## src/rtl/qfas_pkg.sv

```systemverilog
// Shared types and constants for the binary128 adder/subtractor.
// No dependencies.
`default_nettype none
package qfas_pkg;

  localparam int unsigned ExpW   = 15;
  localparam int unsigned FracW  = 112;
  localparam int unsigned SigW   = 116;   // hidden + fraction + guard/round/sticky
  localparam int unsigned LzcW   = 7;
  localparam logic [ExpW-1:0] ExpMax = 15'h7fff;
  localparam logic [63:0] QnanHi = 64'h7fff800000000000;
  localparam logic [63:0] InfHi  = 64'h7fff000000000000;

  typedef struct packed {
    logic        action;
    logic [63:0] a_high;
    logic [63:0] a_low;
    logic [63:0] b_high;
    logic [63:0] b_low;
  } in_word_t;

  typedef struct packed {
    logic [63:0] sum_high;
    logic [63:0] sum_low;
    logic        flag_invalid;
    logic        flag_overflow;
    logic        flag_underflow;
    logic        flag_inexact;
  } out_word_t;

  // Stage 1 -> 2: operands ordered by magnitude, special cases resolved.
  typedef struct packed {
    logic              special;
    out_word_t         spec_res;
    logic              sign;
    logic              sub;
    logic [ExpW-1:0]   ea;
    logic [ExpW-1:0]   eb;
    logic [FracW:0]    ma;
    logic [FracW:0]    mb;
  } align_t;

  // Stage 2 -> 3: raw sum.
  typedef struct packed {
    logic              special;
    out_word_t         spec_res;
    logic              sign;
    logic [ExpW-1:0]   ea;
    logic [SigW:0]     sum;
  } sum_t;

  // Stage 3 -> 4: normalized significand.
  typedef struct packed {
    logic              special;
    out_word_t         spec_res;
    logic              sign;
    logic              zero;
    logic [ExpW+1:0]   e;
    logic [SigW-1:0]   sig;
  } norm_t;

  // Leading one position of a 117-bit word, -1 encoded as all ones on zero.
  function automatic logic [LzcW:0] msb_pos(input logic [SigW:0] v);
    logic [LzcW:0] p;
    p = '1;
    for (int i = 0; i <= SigW; i++) begin
      if (v[i]) p = (LzcW+1)'(i);
    end
    return p;
  endfunction

endpackage
`default_nettype wire

```

## src/rtl/quad_float_add_sub.sv

```systemverilog
// Top level: four-stage binary128 add/sub pipeline with valid/ready handshake.
// Depends on qfas_pkg, qfas_unpack, qfas_align, qfas_norm, qfas_round.
//
//   channel | valid     | ready     | word
//   in      | in_valid_i| in_ready_o| in_word_i  (qfas_pkg::in_word_t)
//   out     | out_valid_o| out_ready_i| out_word_o (qfas_pkg::out_word_t)
//
// One word per cycle unless out_ready_i stalls the pipe; the stages are unpack, align/add, normalize, round.
// Reset clears the stage valid bits only; data registers are not reset.
// A stall holds every stage whose successor is full; bubbles are squeezed out.
`default_nettype none
module quad_float_add_sub (
  input  wire                   clk_i,
  input  wire                   rst_ni,
  input  wire                   in_valid_i,
  output logic                  in_ready_o,
  input  wire qfas_pkg::in_word_t in_word_i,
  output logic                  out_valid_o,
  input  wire                   out_ready_i,
  output qfas_pkg::out_word_t   out_word_o
);
  import qfas_pkg::*;

  align_t    s1_d, s1_q;
  sum_t      s2_d, s2_q;
  norm_t     s3_d, s3_q;
  out_word_t s4_d, s4_q;
  logic v1_q, v2_q, v3_q, v4_q;
  logic en1, en2, en3, en4;

  qfas_unpack u_unpack (.in_i(in_word_i), .out_o(s1_d));
  qfas_align  u_align  (.in_i(s1_q), .out_o(s2_d));
  qfas_norm   u_norm   (.in_i(s2_q), .out_o(s3_d));
  qfas_round  u_round  (.in_i(s3_q), .out_o(s4_d));

  assign en4 = !v4_q || out_ready_i;
  assign en3 = !v3_q || en4;
  assign en2 = !v2_q || en3;
  assign en1 = !v1_q || en2;
  assign in_ready_o  = en1;
  assign out_valid_o = v4_q;
  assign out_word_o  = s4_q;

  always_ff @(posedge clk_i or negedge rst_ni) begin
    if (!rst_ni) begin
      v1_q <= 1'b0;
      v2_q <= 1'b0;
      v3_q <= 1'b0;
      v4_q <= 1'b0;
    end else begin
      if (en1) v1_q <= in_valid_i;
      if (en2) v2_q <= v1_q;
      if (en3) v3_q <= v2_q;
      if (en4) v4_q <= v3_q;
    end
  end

  always_ff @(posedge clk_i) begin
    if (en1 && in_valid_i) s1_q <= s1_d;
    if (en2 && v1_q) s2_q <= s2_d;
    if (en3 && v2_q) s3_q <= s3_d;
    if (en4 && v3_q) s4_q <= s4_d;
  end

  a_out_hold: assert property (@(posedge clk_i) disable iff (!rst_ni)
    out_valid_o && !out_ready_i |=> out_valid_o && $stable(out_word_o))
    else $error("output word changed under stall");
  a_no_drop: assert property (@(posedge clk_i) disable iff (!rst_ni)
    v3_q && !en4 |=> v3_q && v4_q)
    else $error("stage 3 word lost");
  a_full_stall: assert property (@(posedge clk_i) disable iff (!rst_ni)
    !in_ready_o |-> v1_q && v2_q && v3_q && v4_q && !out_ready_i)
    else $error("input stalled with room in pipeline");
endmodule
`default_nettype wire

```

## src/rtl/qfas_unpack.sv

```systemverilog
// Stage 1: operand decode, special cases, magnitude swap.
// Depends on qfas_pkg.
`default_nettype none
module qfas_unpack (
  input  wire qfas_pkg::in_word_t in_i,
  output qfas_pkg::align_t   out_o
);
  import qfas_pkg::*;

  logic [63:0] ah, bh, xh, xl, yh, yl;
  logic [ExpW-1:0] ea, eb, ex, ey;
  logic a_nan, b_nan, a_inf, b_inf, a_zero, b_zero, swap;

  always_comb begin
    ah = in_i.a_high;
    bh = in_i.b_high ^ {in_i.action, 63'd0};
    ea = ah[62:48];
    eb = bh[62:48];
    a_nan  = (ea == ExpMax) && ({ah[47:0], in_i.a_low} != '0);
    b_nan  = (eb == ExpMax) && ({bh[47:0], in_i.b_low} != '0);
    a_inf  = (ea == ExpMax);
    b_inf  = (eb == ExpMax);
    a_zero = ({ah[62:0], in_i.a_low} == '0);
    b_zero = ({bh[62:0], in_i.b_low} == '0);

    out_o = '0;
    out_o.special = 1'b1;
    if (a_nan || b_nan) begin
      out_o.spec_res.sum_high = QnanHi;
    end else if (a_inf || b_inf) begin
      if (a_inf && b_inf && (ah[63] != bh[63])) begin
        out_o.spec_res.sum_high = QnanHi;
        out_o.spec_res.flag_invalid = 1'b1;
      end else if (a_inf) begin
        out_o.spec_res.sum_high = ah;
        out_o.spec_res.sum_low  = in_i.a_low;
      end else begin
        out_o.spec_res.sum_high = bh;
        out_o.spec_res.sum_low  = in_i.b_low;
      end
    end else if (a_zero) begin
      if (!(b_zero && (ah[63] != bh[63]))) begin
        out_o.spec_res.sum_high = bh;
        out_o.spec_res.sum_low  = in_i.b_low;
      end
    end else if (b_zero) begin
      out_o.spec_res.sum_high = ah;
      out_o.spec_res.sum_low  = in_i.a_low;
    end else begin
      out_o.special = 1'b0;
    end

    swap = {ah[62:0], in_i.a_low} < {bh[62:0], in_i.b_low};
    xh = swap ? bh : ah;
    xl = swap ? in_i.b_low : in_i.a_low;
    yh = swap ? ah : bh;
    yl = swap ? in_i.a_low : in_i.b_low;
    ex = xh[62:48];
    ey = yh[62:48];
    out_o.sign = xh[63];
    out_o.sub  = xh[63] ^ yh[63];
    out_o.ea   = (ex == '0) ? ExpW'(1) : ex;
    out_o.eb   = (ey == '0) ? ExpW'(1) : ey;
    out_o.ma   = {(ex != '0), xh[47:0], xl};
    out_o.mb   = {(ey != '0), yh[47:0], yl};
  end
endmodule
`default_nettype wire

```

## src/rtl/qfas_align.sv

```systemverilog
// Stage 2: align smaller operand with sticky, then add or subtract.
// Depends on qfas_pkg.
`default_nettype none
module qfas_align (
  input  wire qfas_pkg::align_t in_i,
  output qfas_pkg::sum_t   out_o
);
  import qfas_pkg::*;

  logic [ExpW-1:0] d;
  logic [SigW-1:0] sa, sb, sh;
  logic            sticky;

  always_comb begin
    d  = in_i.ea - in_i.eb;
    sa = {in_i.ma, 3'b000};
    sb = {in_i.mb, 3'b000};
    if (d >= ExpW'(SigW)) begin
      sh     = '0;
      sticky = (sb != '0);
    end else begin
      sh     = sb >> d;
      sticky = ((sh << d) != sb);
    end
    sh[0] = sh[0] | sticky;
    out_o.special  = in_i.special;
    out_o.spec_res = in_i.spec_res;
    out_o.sign     = in_i.sign;
    out_o.ea       = in_i.ea;
    out_o.sum      = in_i.sub ? ({1'b0, sa} - {1'b0, sh}) : ({1'b0, sa} + {1'b0, sh});
  end
endmodule
`default_nettype wire

```

## src/rtl/qfas_norm.sv

```systemverilog
// Stage 3: normalize sum to 116-bit significand with the leading one at bit 115 unless the exponent reaches 1.
// Depends on qfas_pkg.
`default_nettype none
module qfas_norm (
  input  wire qfas_pkg::sum_t  in_i,
  output qfas_pkg::norm_t out_o
);
  import qfas_pkg::*;

  logic [LzcW:0]   h;
  logic [ExpW+1:0] e, dl;
  logic [SigW:0]   r;

  always_comb begin
    h  = msb_pos(in_i.sum);
    e  = (ExpW+2)'(in_i.ea);
    r  = in_i.sum;
    dl = '0;
    if (h == (LzcW+1)'(SigW)) begin
      r = {1'b0, in_i.sum[SigW:2], in_i.sum[1] | in_i.sum[0]};
      e = e + 1'b1;
    end else if (h < (LzcW+1)'(SigW-1) && e > (ExpW+2)'(1)) begin
      dl = (ExpW+2)'((LzcW+1)'(SigW-1) - h);
      if (dl > e - 1'b1) dl = e - 1'b1;
      r = in_i.sum << dl;
      e = e - dl;
    end
    out_o.special  = in_i.special;
    out_o.spec_res = in_i.spec_res;
    out_o.sign     = in_i.sign;
    out_o.zero     = (in_i.sum == '0);
    out_o.e        = e;
    out_o.sig      = r[SigW-1:0];
  end
endmodule
`default_nettype wire

```

## src/rtl/qfas_round.sv

```systemverilog
// Stage 4: round to nearest even, overflow and subnormal packing.
// Depends on qfas_pkg.
`default_nettype none
module qfas_round (
  input  wire qfas_pkg::norm_t   in_i,
  output qfas_pkg::out_word_t out_o
);
  import qfas_pkg::*;

  logic [2:0]      rb;
  logic [FracW+1:0] m;
  logic [ExpW+1:0] e;
  logic            up;

  always_comb begin
    rb = in_i.sig[2:0];
    up = (rb > 3'd4) || (rb == 3'd4 && in_i.sig[3]);
    m  = {1'b0, in_i.sig[SigW-1:3]} + (FracW+2)'(up);
    e  = in_i.e;
    if (m[FracW+1]) begin
      m = m >> 1;
      e = e + 1'b1;
    end
    out_o = '0;
    if (in_i.special) begin
      out_o = in_i.spec_res;
    end else if (in_i.zero) begin
      out_o = '0;
    end else if (e >= (ExpW+2)'(ExpMax)) begin
      out_o.sum_high      = {in_i.sign, InfHi[62:0]};
      out_o.flag_overflow = 1'b1;
      out_o.flag_inexact  = 1'b1;
    end else begin
      out_o.sum_high = {in_i.sign, (m[FracW] ? e[ExpW-1:0] : ExpW'(0)), m[FracW-1:64]};
      out_o.sum_low  = m[63:0];
      out_o.flag_inexact   = (rb != '0);
      out_o.flag_underflow = !m[FracW] && (rb != '0);
    end
  end
endmodule
`default_nettype wire
```

## config.mk

```make
export PLATFORM = sky130hd
export DESIGN_NAME = quad_float_add_sub
export DESIGN_NICKNAME = d
export VERILOG_FILES = /design/src/rtl/qfas_pkg.sv /design/src/rtl/quad_float_add_sub.sv /design/src/rtl/qfas_unpack.sv /design/src/rtl/qfas_align.sv /design/src/rtl/qfas_norm.sv /design/src/rtl/qfas_round.sv
export SDC_FILE = /design/constraint.sdc
export NUM_CORES = 2
export LEC_CHECK = 0
export BUFFER_PORTS_ARGS = -buffer_cell sky130_fd_sc_hd__buf_2
export CAP_MARGIN = 5
export CELL_PAD_IN_SITES_DETAIL_PLACEMENT = 2
export CELL_PAD_IN_SITES_GLOBAL_PLACEMENT = 2
export CORE_MARGIN = 5
export CORE_UTILIZATION = 42
export DETAILED_ROUTE_END_ITERATION = 12
export HOLD_SLACK_MARGIN = 0.12
export PLACE_DENSITY_LB_ADDON = 0.25
export SLEW_MARGIN = 10
export SYNTH_ARGS = -nofsm -noshare
export SYNTH_HDL_FRONTEND = slang
export SYNTH_SLANG_ARGS = --single-unit
```

## constraint.sdc

```tcl
create_clock -name clk_i -period 19.2 [get_ports clk_i]
set_input_delay 1.92 -clock clk_i [delete_from_list [all_inputs] [get_ports clk_i]]
set_output_delay 1.92 -clock clk_i [all_outputs]
set_load 0.03 [all_outputs]
```

==> summary.txt, run 1 <==
======================================================================================
Run status                                                                aborted with a tool error
Stage reached                                                             global routing
Tool error                                                                [ERROR GRT-0116] Global routing finished with congestion. Check the congestion regions in the DRC Viewer.
Wire length of the first global-routing pass                                   1550 mm
Number of enable flip-flop cells after synthesis                                  1048
Hold-fix buffers, CTS                                                                0
Die extent in x                                                                 495 µm
I/O pin count                                                                      395
Post-synthesis register bit count                                                 1052
Synthesized-area fraction occupied by adder cells                               0.0521
Mapped Avg Cell Area                                                          8.54 µm²
Multiplexer fraction of the synthesized cell area                                0.114
Count of buffers added by post-CTS timing repair for setup                           0
Total grt overflow                                                                4999
Maximum level of the CTS H-tree                                                      3
Area share of the largest cell type after synthesis                              0.319
GP Congestion                                                                     1.28
Vias in the first global route                                                  156915
Async S/R FF share, synth                                                      0.00380
Combinational family with the most area after synthesis                   compound AO/OA/AOI/OAI gates
Std-Cell Rows                                                                      178
GRT Total Usage                                                                  0.872
Initial Utilization                                                              0.421
YS warnings                                                                          0
Top FF cell, synth                                                        sky130_fd_sc_hd__edfxtp_1
Die span in y                                                                   495 µm
Maximum number of pins on one net before global-route repair                       165
Number of cells produced by synthesis                                            11550
Number of distinct standard cells referenced by the synthesized netlist            130
Count of buffers inserted at the top-level ports                                   394
Dominant cell type by area after synthesis                                sky130_fd_sc_hd__edfxtp_1
Num CTS Buffers                                                                    118
Number of clock sinks seen by CTS                                                 1052
Commonest cells post-synth                                                sky130_fd_sc_hd__nor2_1, sky130_fd_sc_hd__nand2_1, sky130_fd_sc_hd__edfxtp_1
CTS-repair resized insts                                                             0
Top cells by area, synth                                                  sky130_fd_sc_hd__edfxtp_1, sky130_fd_sc_hd__ha_1, sky130_fd_sc_hd__mux2i_1
Synthesized netlist net count                                                    12220
Library cell with the highest instance count after synthesis              sky130_fd_sc_hd__nor2_1
HPWL reported at the end of detailed placement                                  668 mm
Post-synthesis instance area                                                0.0987 mm²
XOR/XNOR share of the synthesized area                                          0.0251
Post-Synth Simple-Gate Area                                                      0.186
Cell chosen for the clock root                                            sky130_fd_sc_hd__clkbuf_16
Number of buffers on the longest clock path                                          3
Fraction of the mapped netlist area in compound gates                            0.247
Sequential area share after synthesis                                            0.320
======================================================================================
layer usage:
| metal | GRT usage | overflow |
|---|---|---|
| met3 | 0.768 | 175 |
| met5 | 0.519 | 31 |
| met2 | 1.01 | 3104 |
| met1 | 0.859 | 127 |
| met4 | 0.867 | 1562 |
kinds of logic after synthesis:
kind of cell | count (synthesis)
and+or+nand+nor | 3957
AOI/OAI and AO/OA | 3614
buffers and inverters | 1297
DFF | 1052
muxes | 947
adders and majority gates | 409
xor gates and xnor gates | 274
metrics by stage:
| stage | std cells | setup WS (ns) | hold slack [ns] | cell area (µm²) |
|---|---|---|---|---|
| 2_1_floorplan | 11550 | 7.29 | 0.400 | 98700 |
| 4_1_cts | 14859 | 3.25 | 0.360 | 109000 |
| 3_3_place_gp | 14640 | 3.84 | 0.401 | 105000 |
| 3_5_place_dp | 14643 | 3.81 | 0.408 | 105000 |
==> run 2: changes to the inputs <==
CELL_PAD_IN_SITES_DETAIL_PLACEMENT = unset   (was 2)
CELL_PAD_IN_SITES_GLOBAL_PLACEMENT = unset   (was 2)
CORE_UTILIZATION = 27   (was 42)
HOLD_SLACK_MARGIN = unset   (was 0.12)
PLACE_DENSITY_LB_ADDON = 0.15   (was 0.25)
==> summary.txt, run 2 <==
========================================================================================
Dominant cell type by area after synthesis                                  sky130_fd_sc_hd__edfxtp_1   unchanged
Number of clock sinks seen by CTS                                                   1052   unchanged
Routed met3 length                                                               82.1 mm
Classification of the worst setup path                                      flip-flop to flip-flop
Wire length after detailed routing                                                916 mm
Average routed wire per standard cell                                            54.6 µm
Aggregate negative setup slack                                                      0 ns
Min-delay worst type                                                        flip-flop to flip-flop
Post-synthesis instance area                                                  0.0987 mm²   unchanged
Number of maximum-capacitance constraint violations                                    6
Core area                                                                      0.365 mm²
YS warnings                                                                            0   unchanged
Max-slew violation count                                                              20
Count of buffers added by post-CTS timing repair for setup                             0   unchanged
Vias in the first global route                                                    106103
Leakage component of the power                                                   41.4 nW
Num CTS Buffers                                                                      109   was 118
Number of cells produced by synthesis                                              11550   unchanged
Crit start category                                                            flip-flop
Number of buffers on the longest clock path                                            3   unchanged
Maximum number of pins on one net before global-route repair                         153
Setup Skew                                                                      0.115 ns
Top FF cell, synth                                                          sky130_fd_sc_hd__edfxtp_1   unchanged
Worst-Skew Late Latency                                                          0.79 ns
Worst slew margin relative to its limit                                          -0.0612
Maximum vdd drop                                                                  108 µV
Hold-fix buffers, CTS                                                                  0   unchanged
Drt first pass iters                                                                   9
Vias per Instance                                                                   6.86
DRC violations left                                                                    0
Largest fanout on the critical path                                                   34
Required arrival time at the worst endpoint                                     19.65 ns
Largest registers in the final layout                                       s1_q: 388 flops, s3_q: 265 flops, s2_q: 263 flops
Wire length of the first global-routing pass                                     1160 mm
Area share of the largest cell type after synthesis                                0.319   unchanged
I/O pin count                                                                        395   unchanged
Fraction of final layout cells with drive strength greater than 1                  0.165
Synthesized netlist net count                                                      12220   unchanged
Utilization after layout                                                           0.309
Number of failing hold endpoints at the final stage                                    0
Initial Utilization                                                                0.270   was 0.421
Std-Cell Rows                                                                        222   was 178
Clock period minus worst slack                                                  16.79 ns
Highest attainable clock frequency                                              59.5 MHz
Die extent in x                                                                   615 µm   was 495 µm
CTS tree                                                                            done
Pwr Density                                                                   142 mW/mm²
Crit path largest cell delay                                                     0.91 ns
Commonest cells post-synth                                                  sky130_fd_sc_hd__nor2_1, sky130_fd_sc_hd__nand2_1, sky130_fd_sc_hd__edfxtp_1   unchanged
Die span in y                                                                     615 µm   was 495 µm
Number of enable flip-flop cells after synthesis                                    1048   unchanged
Mapped Avg Cell Area                                                            8.54 µm²   unchanged
Run status                                                                  finished, violations left   was aborted with a tool error
Clock transition at path regs                                                    0.06 ns
Sequential area share after synthesis                                              0.320   unchanged
Flip-flop count of the largest register after layout                                 388
Number of distinct standard cells referenced by the synthesized netlist              130   unchanged
Detailed-routing wirelength on met1                                               321 mm
Library cell appearing most often on the critical path                      sky130_fd_sc_hd__buf_4
HPWL reported at the end of detailed placement                                    731 mm   was 668 mm
DIE AREA                                                                       0.378 mm²
Maximum level of the CTS H-tree                                                        3   unchanged
Count of buffers inserted at the top-level ports                                     394   unchanged
Top cells by area, synth                                                    sky130_fd_sc_hd__edfxtp_1, sky130_fd_sc_hd__ha_1, sky130_fd_sc_hd__mux2i_1   unchanged
Post-synthesis register bit count                                                   1052   unchanged
GP Congestion                                                                       1.10   was 1.28
Count of final setup violators                                                         0
Portion of the clock cycle consumed by the worst path in the final layout          0.875
Crit path DAT                                                                   17.24 ns
Most frequent standard cell in the layout excluding fill and tap cells      sky130_fd_sc_hd__nand2_1
Pin slew with the least headroom to its limit                                    1.58 ns
Routed wire length on met2                                                        388 mm
Cell type of the slowest stage on the worst timing path                     sky130_fd_sc_hd__a21boi_2
Detail Route Antenna Nets                                                              0
Initial detailed-routing violation count                                           18609
Routed via count                                                                  115104
Critical Path End Type                                                         flip-flop
NumNets Final                                                                      12435
Area Growth Syn to Fin                                                             14.2%
Cell chosen for the clock root                                              sky130_fd_sc_hd__clkbuf_16   unchanged
CTS-repair resized insts                                                               0   unchanged
Antenna violations before repair                                                     148
GRT Total Usage                                                                    0.462
Commonest cells after routing, fill and taps aside                          sky130_fd_sc_hd__nand2_1, sky130_fd_sc_hd__nor2_1, sky130_fd_sc_hd__edfxtp_1, sky130_fd_sc_hd__a21oi_1, sky130_fd_sc_hd__o21ai_0
Uppermost layer routed                                                              met5
Async S/R FF share, synth                                                        0.00380   unchanged
Unrepaired setup endpoints after global routing                                    false
Violations in the final reports                                             capacitance limit, slew limit
Total grt overflow                                                                     0
Register bank with the most flops                                                   s1_q
Library cell with the highest instance count after synthesis                sky130_fd_sc_hd__nor2_1   unchanged
========================================================================================
[run 2: cell counts after synthesis]
Identical to the previous run, type by type.
[run 2: critical path: cells and delay by family, from the launching register on]
family	cells	cell delay [ns]
compound gates	23	8.34
xor+xnor	2	0.82
fa+ha+maj	3	0.89
buf+inv	9	2.65
flops	1	0.41
mux	1	0.44
simple gates	12	2.76
[run 2: per-layer routing]
layer | track usage | up-vias
li1 | - | 44688
met1 | 0.515 | 58135
met2 | 0.691 | 9248
met3 | 0.118 | 2979
met4 | 0.494 | 54
met5 | 0.000126 | -
[run 2: power by group]
group | switching (mW) | leakage, nW | internal (mW) | total (mW)
clock network | 1.00 | 1.84 | 1.31 | 2.31
logic | 7.86 | 29.2 | 2.34 | 10.2
registers | 0.540 | 10.4 | 2.95 | 3.49
[run 2: path summary, 6_finish.rpt]
path	cells after the start	to	slack, ns	from
hold / removal	0	s3_q[151]	0.38	s2_q[149]
min in group asynchronous	1	v1_q	0.93	rst_ni
hold reg to reg	0	s3_q[151]	0.38	s2_q[149]
setup / recovery	50	s2_q[112]	2.41	s1_q[241]
setup reg to reg	50	s2_q[112]	2.41	s1_q[241]
max in group asynchronous	1	v3_q	18.15	rst_ni
[run 2: per-stage QoR]
stage               instances  setup WS [ns]  total power [mW]  cell area (µm²)  hold WS [ns]
finish                  16780           2.41              16.0           113000         0.384
global route            16718           2.44              15.8           113000         0.372
CTS                     16667           2.98              15.3           112000         0.363
detailed placement      16462           3.05              13.0           108000         0.405
global placement        16453           1.07              13.1           108000         0.400
floorplan               11550           7.29              7.54            98700         0.400
[run 2: cell type report]
class,instances,area [µm²]
Fill cell,38761,252000
Multi-Input combinational cell,9201,62900
Sequential cell,1052,31600
Timing Repair Buffer,945,6360
Tap cell,4816,6030
Clock buffer,125,2840
Inverter,456,1720
Clock inverter,80,1050
Antenna cell,105,263
[run 2: logic make-up after synthesis]
| family | share of synthesized area |
|---|---|
| compound gates | 0.247 |
| xor+xnor | 0.0251 |
| fa+ha+maj | 0.0521 |
| buf+inv | 0.0555 |
| flops | 0.320 |
| mux | 0.114 |
| simple gates | 0.186 |
No activity file was read; power rests on OpenSTA's default activity.
